===== src/sv/mcsw_pkg.sv =====
// Shared types and constants for the motor command shaper with watchdog.
// Used by mcsw_cmd_decode and motor_command_shaper_with_watchdog.
// No dependencies.
`default_nettype none

package mcsw_pkg;

  // Command codes (input tuser)
  localparam logic [1:0] CMD_SET  = 2'd0;
  localparam logic [1:0] CMD_STOP = 2'd1;
  localparam logic [1:0] CMD_TICK = 2'd2;

  // Motor kinds
  localparam logic [1:0] KIND_SERVO   = 2'd0;
  localparam logic [1:0] KIND_HBRIDGE = 2'd1;

  // Register indexes (byte address is 4 * index)
  localparam logic [2:0] REG_KIND    = 3'd0;
  localparam logic [2:0] REG_INVERT  = 3'd1;
  localparam logic [2:0] REG_BRAKE   = 3'd2;
  localparam logic [2:0] REG_CAP     = 3'd3;
  localparam logic [2:0] REG_PMIN    = 3'd4;
  localparam logic [2:0] REG_PMAX    = 3'd5;
  localparam logic [2:0] REG_NEUTRAL = 3'd6;
  localparam logic [2:0] REG_TIMEOUT = 3'd7;

  // Register reset values
  localparam logic [15:0] PMIN_RST    = 16'd1000;
  localparam logic [15:0] PMAX_RST    = 16'd2000;
  localparam logic [15:0] NEUTRAL_RST = 16'd1500;

  // Speed scaling
  localparam logic signed [13:0] SPEED_FULL = 14'sd1000;
  localparam logic [13:0]        CAP_SCALE  = 14'd10;

  // Divide by 1000: q = (p * RECIP_MULT) >> RECIP_SHIFT, exact for p < 2^28
  localparam int              PROD_W      = 29;
  localparam int              Q_W         = 19;
  localparam int              RECIP_SHIFT = 38;
  localparam logic [28:0]     RECIP_MULT  = 29'd274877907;

  typedef struct packed {
    logic [1:0]  motor_kind;
    logic        invert_direction;
    logic        brake_enable;
    logic [9:0]  speed_cap_hundredths;
    logic [15:0] pulse_min_us;
    logic [15:0] pulse_max_us;
    logic [15:0] pulse_neutral_us;
    logic [31:0] watchdog_limit;
  } mcsw_cfg_t;

  // Decoded command, carried down the pipeline
  typedef struct packed {
    logic              status;
    logic              drive_update;
    logic              servo_map;     // pulse comes from the scaled product
    logic              neg;           // sign of the servo offset
    logic [PROD_W-1:0] prod;          // |speed| * half span
    logic [15:0]       pulse_us;      // fixed pulse for a stop
    logic [9:0]        duty_permille;
    logic              forward;
    logic              brake;
  } mcsw_stage_t;

endpackage

`default_nettype wire


===== src/sv/mcsw_cmd_decode.sv =====
// Command decode: watchdog check, stop handling, H-bridge duty and servo product.
// Purely combinational; depends on mcsw_pkg.
`default_nettype none

module mcsw_cmd_decode (
  input  wire logic [1:0]          cmd,
  input  wire logic [12:0]         speed_milli,
  input  wire logic [31:0]         time_ms,
  input  wire logic [31:0]         last_time,
  input  wire mcsw_pkg::mcsw_cfg_t cfg,
  output mcsw_pkg::mcsw_stage_t    stage,
  output logic                     load_time
);
  import mcsw_pkg::*;

  logic signed [13:0] spd_ext;
  logic signed [13:0] spd_dir;
  logic signed [14:0] spd_wide;
  logic [13:0]        cap_val;
  logic signed [14:0] cap_s;
  logic signed [14:0] spd_cap;
  logic signed [14:0] spd_abs;
  logic [12:0]        srv_mag;
  logic signed [16:0] span;
  logic signed [16:0] half_s;
  logic [15:0]        half;
  logic signed [13:0] hb_spd;
  logic signed [13:0] hb_abs;
  logic [31:0]        elapsed;
  logic               tick_fire;
  logic               stop_like;
  logic               kind_drives;

  // Sign-extend and apply direction inversion
  assign spd_ext  = $signed({speed_milli[12], speed_milli});
  assign spd_dir  = cfg.invert_direction ? -spd_ext : spd_ext;
  assign spd_wide = $signed({spd_dir[13], spd_dir});

  // Servo speed cap, in thousandths
  assign cap_val = 14'(cfg.speed_cap_hundredths) * CAP_SCALE;
  assign cap_s   = $signed({1'b0, cap_val});

  always_comb begin
    spd_cap = spd_wide;
    if (cap_val != '0) begin
      if (spd_wide > cap_s) begin
        spd_cap = cap_s;
      end else if (spd_wide < -cap_s) begin
        spd_cap = -cap_s;
      end
    end
  end

  assign spd_abs = spd_cap[14] ? -spd_cap : spd_cap;
  assign srv_mag = spd_abs[12:0];

  // Half span, truncated toward zero, kept modulo 2^16
  assign span   = $signed({1'b0, cfg.pulse_max_us}) - $signed({1'b0, cfg.pulse_min_us});
  assign half_s = span[16] ? ((span + 17'sd1) >>> 1) : (span >>> 1);
  assign half   = half_s[15:0];

  // H-bridge clamp to full speed either way
  always_comb begin
    hb_spd = spd_dir;
    if (spd_dir > SPEED_FULL) begin
      hb_spd = SPEED_FULL;
    end else if (spd_dir < -SPEED_FULL) begin
      hb_spd = -SPEED_FULL;
    end
  end

  assign hb_abs = hb_spd[13] ? -hb_spd : hb_spd;

  // Watchdog: elapsed time wraps modulo 2^32
  assign elapsed     = time_ms - last_time;
  assign tick_fire   = (cfg.watchdog_limit != '0) && (elapsed > cfg.watchdog_limit);
  assign stop_like   = (cmd == CMD_STOP) || ((cmd == CMD_TICK) && tick_fire);
  assign kind_drives = (cfg.motor_kind == KIND_SERVO) || (cfg.motor_kind == KIND_HBRIDGE);
  assign load_time   = ((cmd == CMD_SET) && kind_drives) || stop_like;

  // Build the result fields
  always_comb begin
    stage      = '0;
    stage.neg  = spd_cap[14];
    stage.prod = PROD_W'(srv_mag) * PROD_W'(half);
    if (cmd == CMD_SET) begin
      case (cfg.motor_kind)
        KIND_SERVO: begin
          stage.drive_update = 1'b1;
          stage.servo_map    = 1'b1;
        end
        KIND_HBRIDGE: begin
          stage.drive_update  = 1'b1;
          stage.duty_permille = hb_abs[9:0];
          stage.forward       = ~hb_spd[13];
          stage.brake         = cfg.brake_enable;
        end
        default: begin
          stage.status = 1'b1;
        end
      endcase
    end else if (stop_like) begin
      if ((cfg.motor_kind == KIND_SERVO) && (cfg.pulse_neutral_us != '0)) begin
        stage.drive_update = 1'b1;
        stage.pulse_us     = cfg.pulse_neutral_us;
      end else if (cfg.motor_kind == KIND_HBRIDGE) begin
        stage.drive_update = 1'b1;
        stage.forward      = 1'b1;
      end
    end
  end

endmodule

`default_nettype wire


===== src/sv/motor_command_shaper_with_watchdog.sv =====
// Motor command shaper with command watchdog, one motor channel.
// Top level: input register, decode, divide-by-1000 and clamp stages, output register.
// Depends on mcsw_pkg and mcsw_cmd_decode.
//
// Usage:
//   s_* stream: one command per transaction. s_tuser = command (set speed, stop,
//   tick); s_tdata = speed_milli [12:0], time_ms [44:13].
//   m_* stream: one result per command, in order. m_tuser = status [0],
//   drive_update [1]; m_tdata = pulse_us, duty_permille, forward, brake.
//   APB port: eight 32-bit registers at byte address 4*i, pready tied high.
//   Write registers only while the block is idle.
// Timing:
//   Four-register pipeline: input, decode, divide and output registers.
//   One command per cycle sustained while m_tready allows; the watchdog timestamp is
//   compared and updated in the decode stage, so commands follow back to back.
//   The two multiplies (speed times half span, then the reciprocal of 1000)
//   each own a stage.
// Reset: synchronous; registers return to their defaults, the last command
//   time clears and the pipeline empties.
// Stall: each stage holds while the one after it is full and stalled; the
//   input keeps accepting until every stage is occupied.
`default_nettype none

module motor_command_shaper_with_watchdog (
  input  wire logic        clk,
  input  wire logic        rst,
  // Input stream
  input  wire logic        s_tvalid,
  output logic             s_tready,
  input  wire logic [47:0] s_tdata,   // speed_milli[12:0], time_ms[44:13], zero[47:45]
  input  wire logic [1:0]  s_tuser,   // command[1:0]
  // Output stream
  output logic             m_tvalid,
  input  wire logic        m_tready,
  output logic [31:0]      m_tdata,   // pulse_us[15:0], duty_permille[25:16],
                                      // forward[26], brake[27], zero[31:28]
  output logic [1:0]       m_tuser,   // status[0], drive_update[1]
  // Configuration
  input  wire logic        psel,
  input  wire logic        penable,
  input  wire logic        pwrite,
  input  wire logic [4:0]  paddr,
  input  wire logic [31:0] pwdata,
  output logic [31:0]      prdata,
  output logic             pready
);
  import mcsw_pkg::*;

  mcsw_cfg_t   cfg;
  logic [31:0] last_time;
  logic [2:0]  reg_idx;
  logic        cfg_wr;

  // Pipeline stages
  logic        v0, v1, v2;
  logic        adv0, adv1, adv2, adv3;
  logic [1:0]  in_cmd;
  logic [12:0] in_speed;
  logic [31:0] in_time;

  mcsw_stage_t dec_stage;
  logic        dec_load;
  mcsw_stage_t st1;
  mcsw_stage_t st2;
  logic [Q_W-1:0] q2;
  logic [57:0]    recip_prod;

  logic signed [20:0] us_sum;
  logic signed [20:0] us_clamp;
  logic signed [20:0] q_signed;
  logic signed [20:0] pmin_s;
  logic signed [20:0] pmax_s;
  logic [15:0]        pulse_next;

  logic        out_status;
  logic        out_update;
  logic [15:0] out_pulse;
  logic [9:0]  out_duty;
  logic        out_fwd;
  logic        out_brk;

  // ---------------- Configuration port ----------------
  assign pready  = 1'b1;
  assign reg_idx = paddr[4:2];
  assign cfg_wr  = psel & penable & pwrite & pready;

  always_ff @(posedge clk) begin
    if (rst) begin
      cfg.motor_kind           <= KIND_SERVO;
      cfg.invert_direction     <= 1'b0;
      cfg.brake_enable         <= 1'b0;
      cfg.speed_cap_hundredths <= '0;
      cfg.pulse_min_us         <= PMIN_RST;
      cfg.pulse_max_us         <= PMAX_RST;
      cfg.pulse_neutral_us     <= NEUTRAL_RST;
      cfg.watchdog_limit       <= '0;
    end else if (cfg_wr) begin
      unique case (reg_idx)
        REG_KIND:    cfg.motor_kind           <= pwdata[1:0];
        REG_INVERT:  cfg.invert_direction     <= pwdata[0];
        REG_BRAKE:   cfg.brake_enable         <= pwdata[0];
        REG_CAP:     cfg.speed_cap_hundredths <= pwdata[9:0];
        REG_PMIN:    cfg.pulse_min_us         <= pwdata[15:0];
        REG_PMAX:    cfg.pulse_max_us         <= pwdata[15:0];
        REG_NEUTRAL: cfg.pulse_neutral_us     <= pwdata[15:0];
        REG_TIMEOUT: cfg.watchdog_limit       <= pwdata;
        default: ;
      endcase
    end
  end

  // Register read back
  always_comb begin
    unique case (reg_idx)
      REG_KIND:    prdata = 32'(cfg.motor_kind);
      REG_INVERT:  prdata = 32'(cfg.invert_direction);
      REG_BRAKE:   prdata = 32'(cfg.brake_enable);
      REG_CAP:     prdata = 32'(cfg.speed_cap_hundredths);
      REG_PMIN:    prdata = 32'(cfg.pulse_min_us);
      REG_PMAX:    prdata = 32'(cfg.pulse_max_us);
      REG_NEUTRAL: prdata = 32'(cfg.pulse_neutral_us);
      REG_TIMEOUT: prdata = cfg.watchdog_limit;
      default:     prdata = '0;
    endcase
  end

  // ---------------- Flow control ----------------
  // Advance a stage when the next one is empty or moving
  assign adv3     = ~m_tvalid | m_tready;
  assign adv2     = ~v2 | adv3;
  assign adv1     = ~v1 | adv2;
  assign adv0     = ~v0 | adv1;
  assign s_tready = adv0;

  // ---------------- Stage 0: input register ----------------
  always_ff @(posedge clk) begin
    if (rst) begin
      v0 <= 1'b0;
    end else if (adv0) begin
      v0 <= s_tvalid;
    end
  end

  always_ff @(posedge clk) begin
    if (adv0 && s_tvalid) begin
      in_cmd   <= s_tuser;
      in_speed <= s_tdata[12:0];
      in_time  <= s_tdata[44:13];
    end
  end

  // ---------------- Stage 1: decode and watchdog ----------------
  mcsw_cmd_decode u_decode (
    .cmd         (in_cmd),
    .speed_milli (in_speed),
    .time_ms     (in_time),
    .last_time   (last_time),
    .cfg         (cfg),
    .stage       (dec_stage),
    .load_time   (dec_load)
  );

  always_ff @(posedge clk) begin
    if (rst) begin
      v1        <= 1'b0;
      last_time <= '0;
    end else if (adv1) begin
      v1 <= v0;
      if (v0 && dec_load) begin
        last_time <= in_time;
      end
    end
  end

  always_ff @(posedge clk) begin
    if (adv1 && v0) begin
      st1 <= dec_stage;
    end
  end

  // ---------------- Stage 2: divide product by 1000 ----------------
  assign recip_prod = 58'(st1.prod) * 58'(RECIP_MULT);

  always_ff @(posedge clk) begin
    if (rst) begin
      v2 <= 1'b0;
    end else if (adv2) begin
      v2 <= v1;
    end
  end

  always_ff @(posedge clk) begin
    if (adv2 && v1) begin
      st2 <= st1;
      q2  <= recip_prod[RECIP_SHIFT +: Q_W];
    end
  end

  // ---------------- Stage 3: offset, clamp, output register ----------------
  assign q_signed = $signed({2'b00, q2});
  assign us_sum   = $signed({5'b00000, cfg.pulse_neutral_us}) + (st2.neg ? -q_signed : q_signed);
  assign pmin_s   = $signed({5'b00000, cfg.pulse_min_us});
  assign pmax_s   = $signed({5'b00000, cfg.pulse_max_us});

  // Clamp up to min first, then down to max, so max wins
  always_comb begin
    us_clamp = us_sum;
    if (us_clamp < pmin_s) begin
      us_clamp = pmin_s;
    end
    if (us_clamp > pmax_s) begin
      us_clamp = pmax_s;
    end
  end

  assign pulse_next = st2.servo_map ? us_clamp[15:0] : st2.pulse_us;

  always_ff @(posedge clk) begin
    if (rst) begin
      m_tvalid <= 1'b0;
    end else if (adv3) begin
      m_tvalid <= v2;
    end
  end

  always_ff @(posedge clk) begin
    if (adv3 && v2) begin
      out_status <= st2.status;
      out_update <= st2.drive_update;
      out_pulse  <= pulse_next;
      out_duty   <= st2.duty_permille;
      out_fwd    <= st2.forward;
      out_brk    <= st2.brake;
    end
  end

  assign m_tuser = {out_update, out_status};
  assign m_tdata = {4'b0000, out_brk, out_fwd, out_duty, out_pulse};

  // ---------------- Assertions ----------------
  // A refused command never carries a drive update
  a_refused_no_drive: assert property (@(posedge clk) disable iff (rst)
    m_tvalid |-> !(out_status && out_update))
    else $error("refused command flagged as drive update");

  // A servo pulse and H-bridge fields are never both set
  a_pulse_excl: assert property (@(posedge clk) disable iff (rst)
    (m_tvalid && out_pulse != '0) |-> (out_duty == '0 && !out_fwd && !out_brk))
    else $error("servo pulse mixed with H-bridge drive");

  // Duty stays within full scale
  a_duty_range: assert property (@(posedge clk) disable iff (rst)
    m_tvalid |-> (out_duty <= 10'd1000))
    else $error("duty above full scale");

  // Accepted command lands in the input register
  a_accept_lands: assert property (@(posedge clk) disable iff (rst)
    (s_tvalid && s_tready) |=> v0)
    else $error("accepted command lost at input register");

  // Timestamp only moves when a command leaves the input register
  a_time_moves: assert property (@(posedge clk) disable iff (rst)
    !$past(v0 && adv1) |-> $stable(last_time))
    else $error("last command time changed without a command");

endmodule

`default_nettype wire

===== config.mk =====
export PLATFORM = sky130hd
export DESIGN_NAME = motor_command_shaper_with_watchdog
export DESIGN_NICKNAME = d
export VERILOG_FILES = /design/src/sv/mcsw_pkg.sv /design/src/sv/mcsw_cmd_decode.sv /design/src/sv/motor_command_shaper_with_watchdog.sv
export SDC_FILE = /design/constraint.sdc
export NUM_CORES = 2
export LEC_CHECK = 0
export BUFFER_PORTS_ARGS = -buffer_cell sky130_fd_sc_hd__buf_2
export CELL_PAD_IN_SITES_DETAIL_PLACEMENT = 0
export CELL_PAD_IN_SITES_GLOBAL_PLACEMENT = 1
export CORE_MARGIN = 10
export CORE_UTILIZATION = 44
export DETAILED_ROUTE_END_ITERATION = 6
export HOLD_SLACK_MARGIN = 0.03
export PLACE_DENSITY = 0.71
export SLEW_MARGIN = 25
export SYNTH_ARGS = -nofsm -noshare
export SYNTH_HDL_FRONTEND = slang
export SYNTH_HIERARCHICAL = 1
export SYNTH_SLANG_ARGS = --single-unit

===== constraint.sdc =====
create_clock -name clk -period 17.76 [get_ports clk]
set_input_delay 1.776 -clock clk [delete_from_list [all_inputs] [get_ports clk]]
set_output_delay 1.776 -clock clk [all_outputs]
set_load 0.02 [all_outputs]

==> reports/metrics.cfg <==
[synthesis]
synthCells = 4209
synth_largest_area_cell = fa_1
yosys-top-cells-area = fa_1 21%, ha_1 19%, edfxtp_1 14%
syn_area_um2 = 39800
seq_area_frac_synth = 0.208
yosys_warnings = 6
synth_seq_cells = 319
synth_top_area_share = 0.213
syn_avg_cell_area_um2 = 9.46
synth_edf_count = 189
async_flop_share = 0
synthFlopType = edfxtp_1
synth.distinct_cells = 102

[routing]
firstDrtPassIters = 5
routed_via_density = 5.32
wl_met1_um = 48500
drc = 0
wl_met2_um = 50700
antenna_left = 0
maxUsedRoutingLayer = met4
vias = 29500
drt_iter0_markers = 1924
wl_met3_um = 4990
wire_per_inst_um = 19.2
drt-total-wl_um = 107000

[critical_path]
startpoint_type = flop
critPathKind = reg2reg
timing.critical_path.mode_cell = fa_1
crit_path_end_kind = flop
worstPathMaxFanout = 16
cp.required_ns = 18.13
slowest_delay_ns = 0.67
critPathArrivalTime_ns = 13.16
crit_slowest_cell = xor2_2

[sta]
report.final.hold_viol_count = 0
fin_crit_sh = 0.720
fin_skew_ns = 0.0322
tightest_slew_ns = 1.02
fmax_ghz = 0.0782
holdWs_ns = 0.415
slew_headroom = 0.320
fin_crit_ns = 12.79
drv_slew = 0
rsz0062_at_grt = no
tns_ns = 0
fin_ws_ns = 4.97
setup_viol = 0

[global_routing]
grt_max_degree = 85
grt_pass1_vias = 30200
grt_usage = 0.209
grt_overflow = 0
antenna_found_initial = 1
grt_pass1_wl_um = 171000

[flow_run]
cap_violations = 0

[final_layout]
antenna_cells = 0
area_growth_pct = 8.76
n_fill_cell = 8680
final_core_util = 0.482
nNetsFinal = 5481
drive_gt1_frac = 0.0837

[clocking]
cts_tree = built
cts_resized = 0
post-cts-setup-buffers = 0
cts_max_level = 2
path_clk_slew_ns = 0.06
ctsHoldBuffers = 0
cts-root-buf = clkbuf_16
ctsLongestPathBuffers = 3
cts_buffers = 38
cts.sinks = 319
clock_latency_ns = 0.58

[floorplan]
die_w_um = 321
row_count = 110
coreArea_um2 = 89900
io_pins = 163
die_area_um2 = 103000
die_h_um = 321
start_util = 0.443

[placement]
dp.final_hpwl_um = 85400
place.gp.congestion = 0.902
io_buffers = 152
pre_cts_ws_ns = 5.02

[worst_hold_path]
hold_class = reg2reg

[status]
status = finished, final reports clean

## metal layers
metal	vias up	track usage
met3	130	0.0248
met4	0	0.0500
li1	14400	-
met5	-	0
met2	647	0.352
met1	14300	0.285
## through the flow
stage | std cells | cell area (µm²)
finish | 5551 | 43300
global route | 5551 | 43300
CTS | 5551 | 43300
detailed placement | 5482 | 42000
global placement | 5481 | 42000
floorplan | 4212 | 39800
## area by class of cell
type / count / area (µm²) / share of cell area
Clock inverter: 24 / 235 / 0.00543
Clock buffer: 45 / 1010 / 0.0233
Inverter: 770 / 2890 / 0.0667
Timing Repair Buffer: 207 / 1200 / 0.0276
Sequential cell: 319 / 8280 / 0.191
Multi-Input combinational cell: 3010 / 28200 / 0.652
Tap cell: 1176 / 1470 / 0.0340
## synth_stat cells (all sizes together) (33+ instances only)
cell type,instances
fa,423
ha,618
nor3,37
inv,769
nor2,179
clkbuf,77
a21o,65
a21oi,256
o21ai,117
nand2b,48
buf,36
nand2,413
nand3,58
edfxtp,189
o21a,33
nand4,33
nor2b,62
dfxtp,130
xor2,52
xnor2,109
and2,72
## worst max-delay path, delay by kind of cell (launching register included)
family / cells / cell delay, ns
AO/OA/AOI/OAI: 14 / 3.16
XOR/XNOR: 1 / 0.67
adder cells (fa/ha/maj): 11 / 4.51
buffers and inverters: 3 / 0.16
flip-flops: 1 / 0.53
multiplexers: 1 / 0.17
AND/OR/NAND/NOR: 12 / 3.37
## worst paths after layout
path	endpoint	startpoint	slack (ns)	cells after the start
worst max-delay path	st1[53]	cfg[81]	4.97	42
worst min-delay path	st2[27]	st1[27]	0.42	0
worst max register to register	st1[53]	cfg[81]	4.97	42
worst min register to register	st2[27]	st1[27]	0.42	0
## cell usage in the layout (no fill, tap or decap), types with 17 or more instances in the layout
cell	n
a211o_1	20
a211oi_1	21
a21o_1	64
a21oi_1	254
a31oi_1	23
and2_1	71
and3_1	21
buf_2	151
buf_4	55
clkbuf_16	39
dfxtp_1	130
edfxtp_1	189
fa_1	423
ha_1	618
inv_1	767
mux2i_1	21
mux4_2	17
nand2_1	412
nand2b_1	48
nand3_1	58
nand4_1	33
nor2_1	177
nor2b_1	61
nor3_1	35
nor4_1	21
o21a_1	33
o21ai_0	116
o21bai_1	17
o31ai_1	20
or3_1	19
xnor2_1	107
xor2_1	47
## kinds of logic after synthesis
| family | count (synthesis) | share of synthesized area |
|---|---|---|
| flip-flops | 319 | 0.208 |
| multiplexers | 54 | 0.0194 |
| XOR/XNOR | 161 | 0.0360 |
| adder cells (fa/ha/maj) | 1041 | 0.407 |
| AO/OA/AOI/OAI | 724 | 0.121 |
| other | 2 | 0.000189 |
| AND/OR/NAND/NOR | 1025 | 0.123 |
| buffers and inverters | 883 | 0.0855 |
## sequential cells by signal, summed over array words and instances (netlist names), 2 cells and up
signal,cells
cfg,94
st1,61
in_time,32
last_time,32
st2,32
q2,19
out_pulse,16
in_speed,13
out_duty,10
in_cmd,2
Power is not shown: default switching activity piles up to over one toggle a cycle in this logic, so the estimate is an artifact.
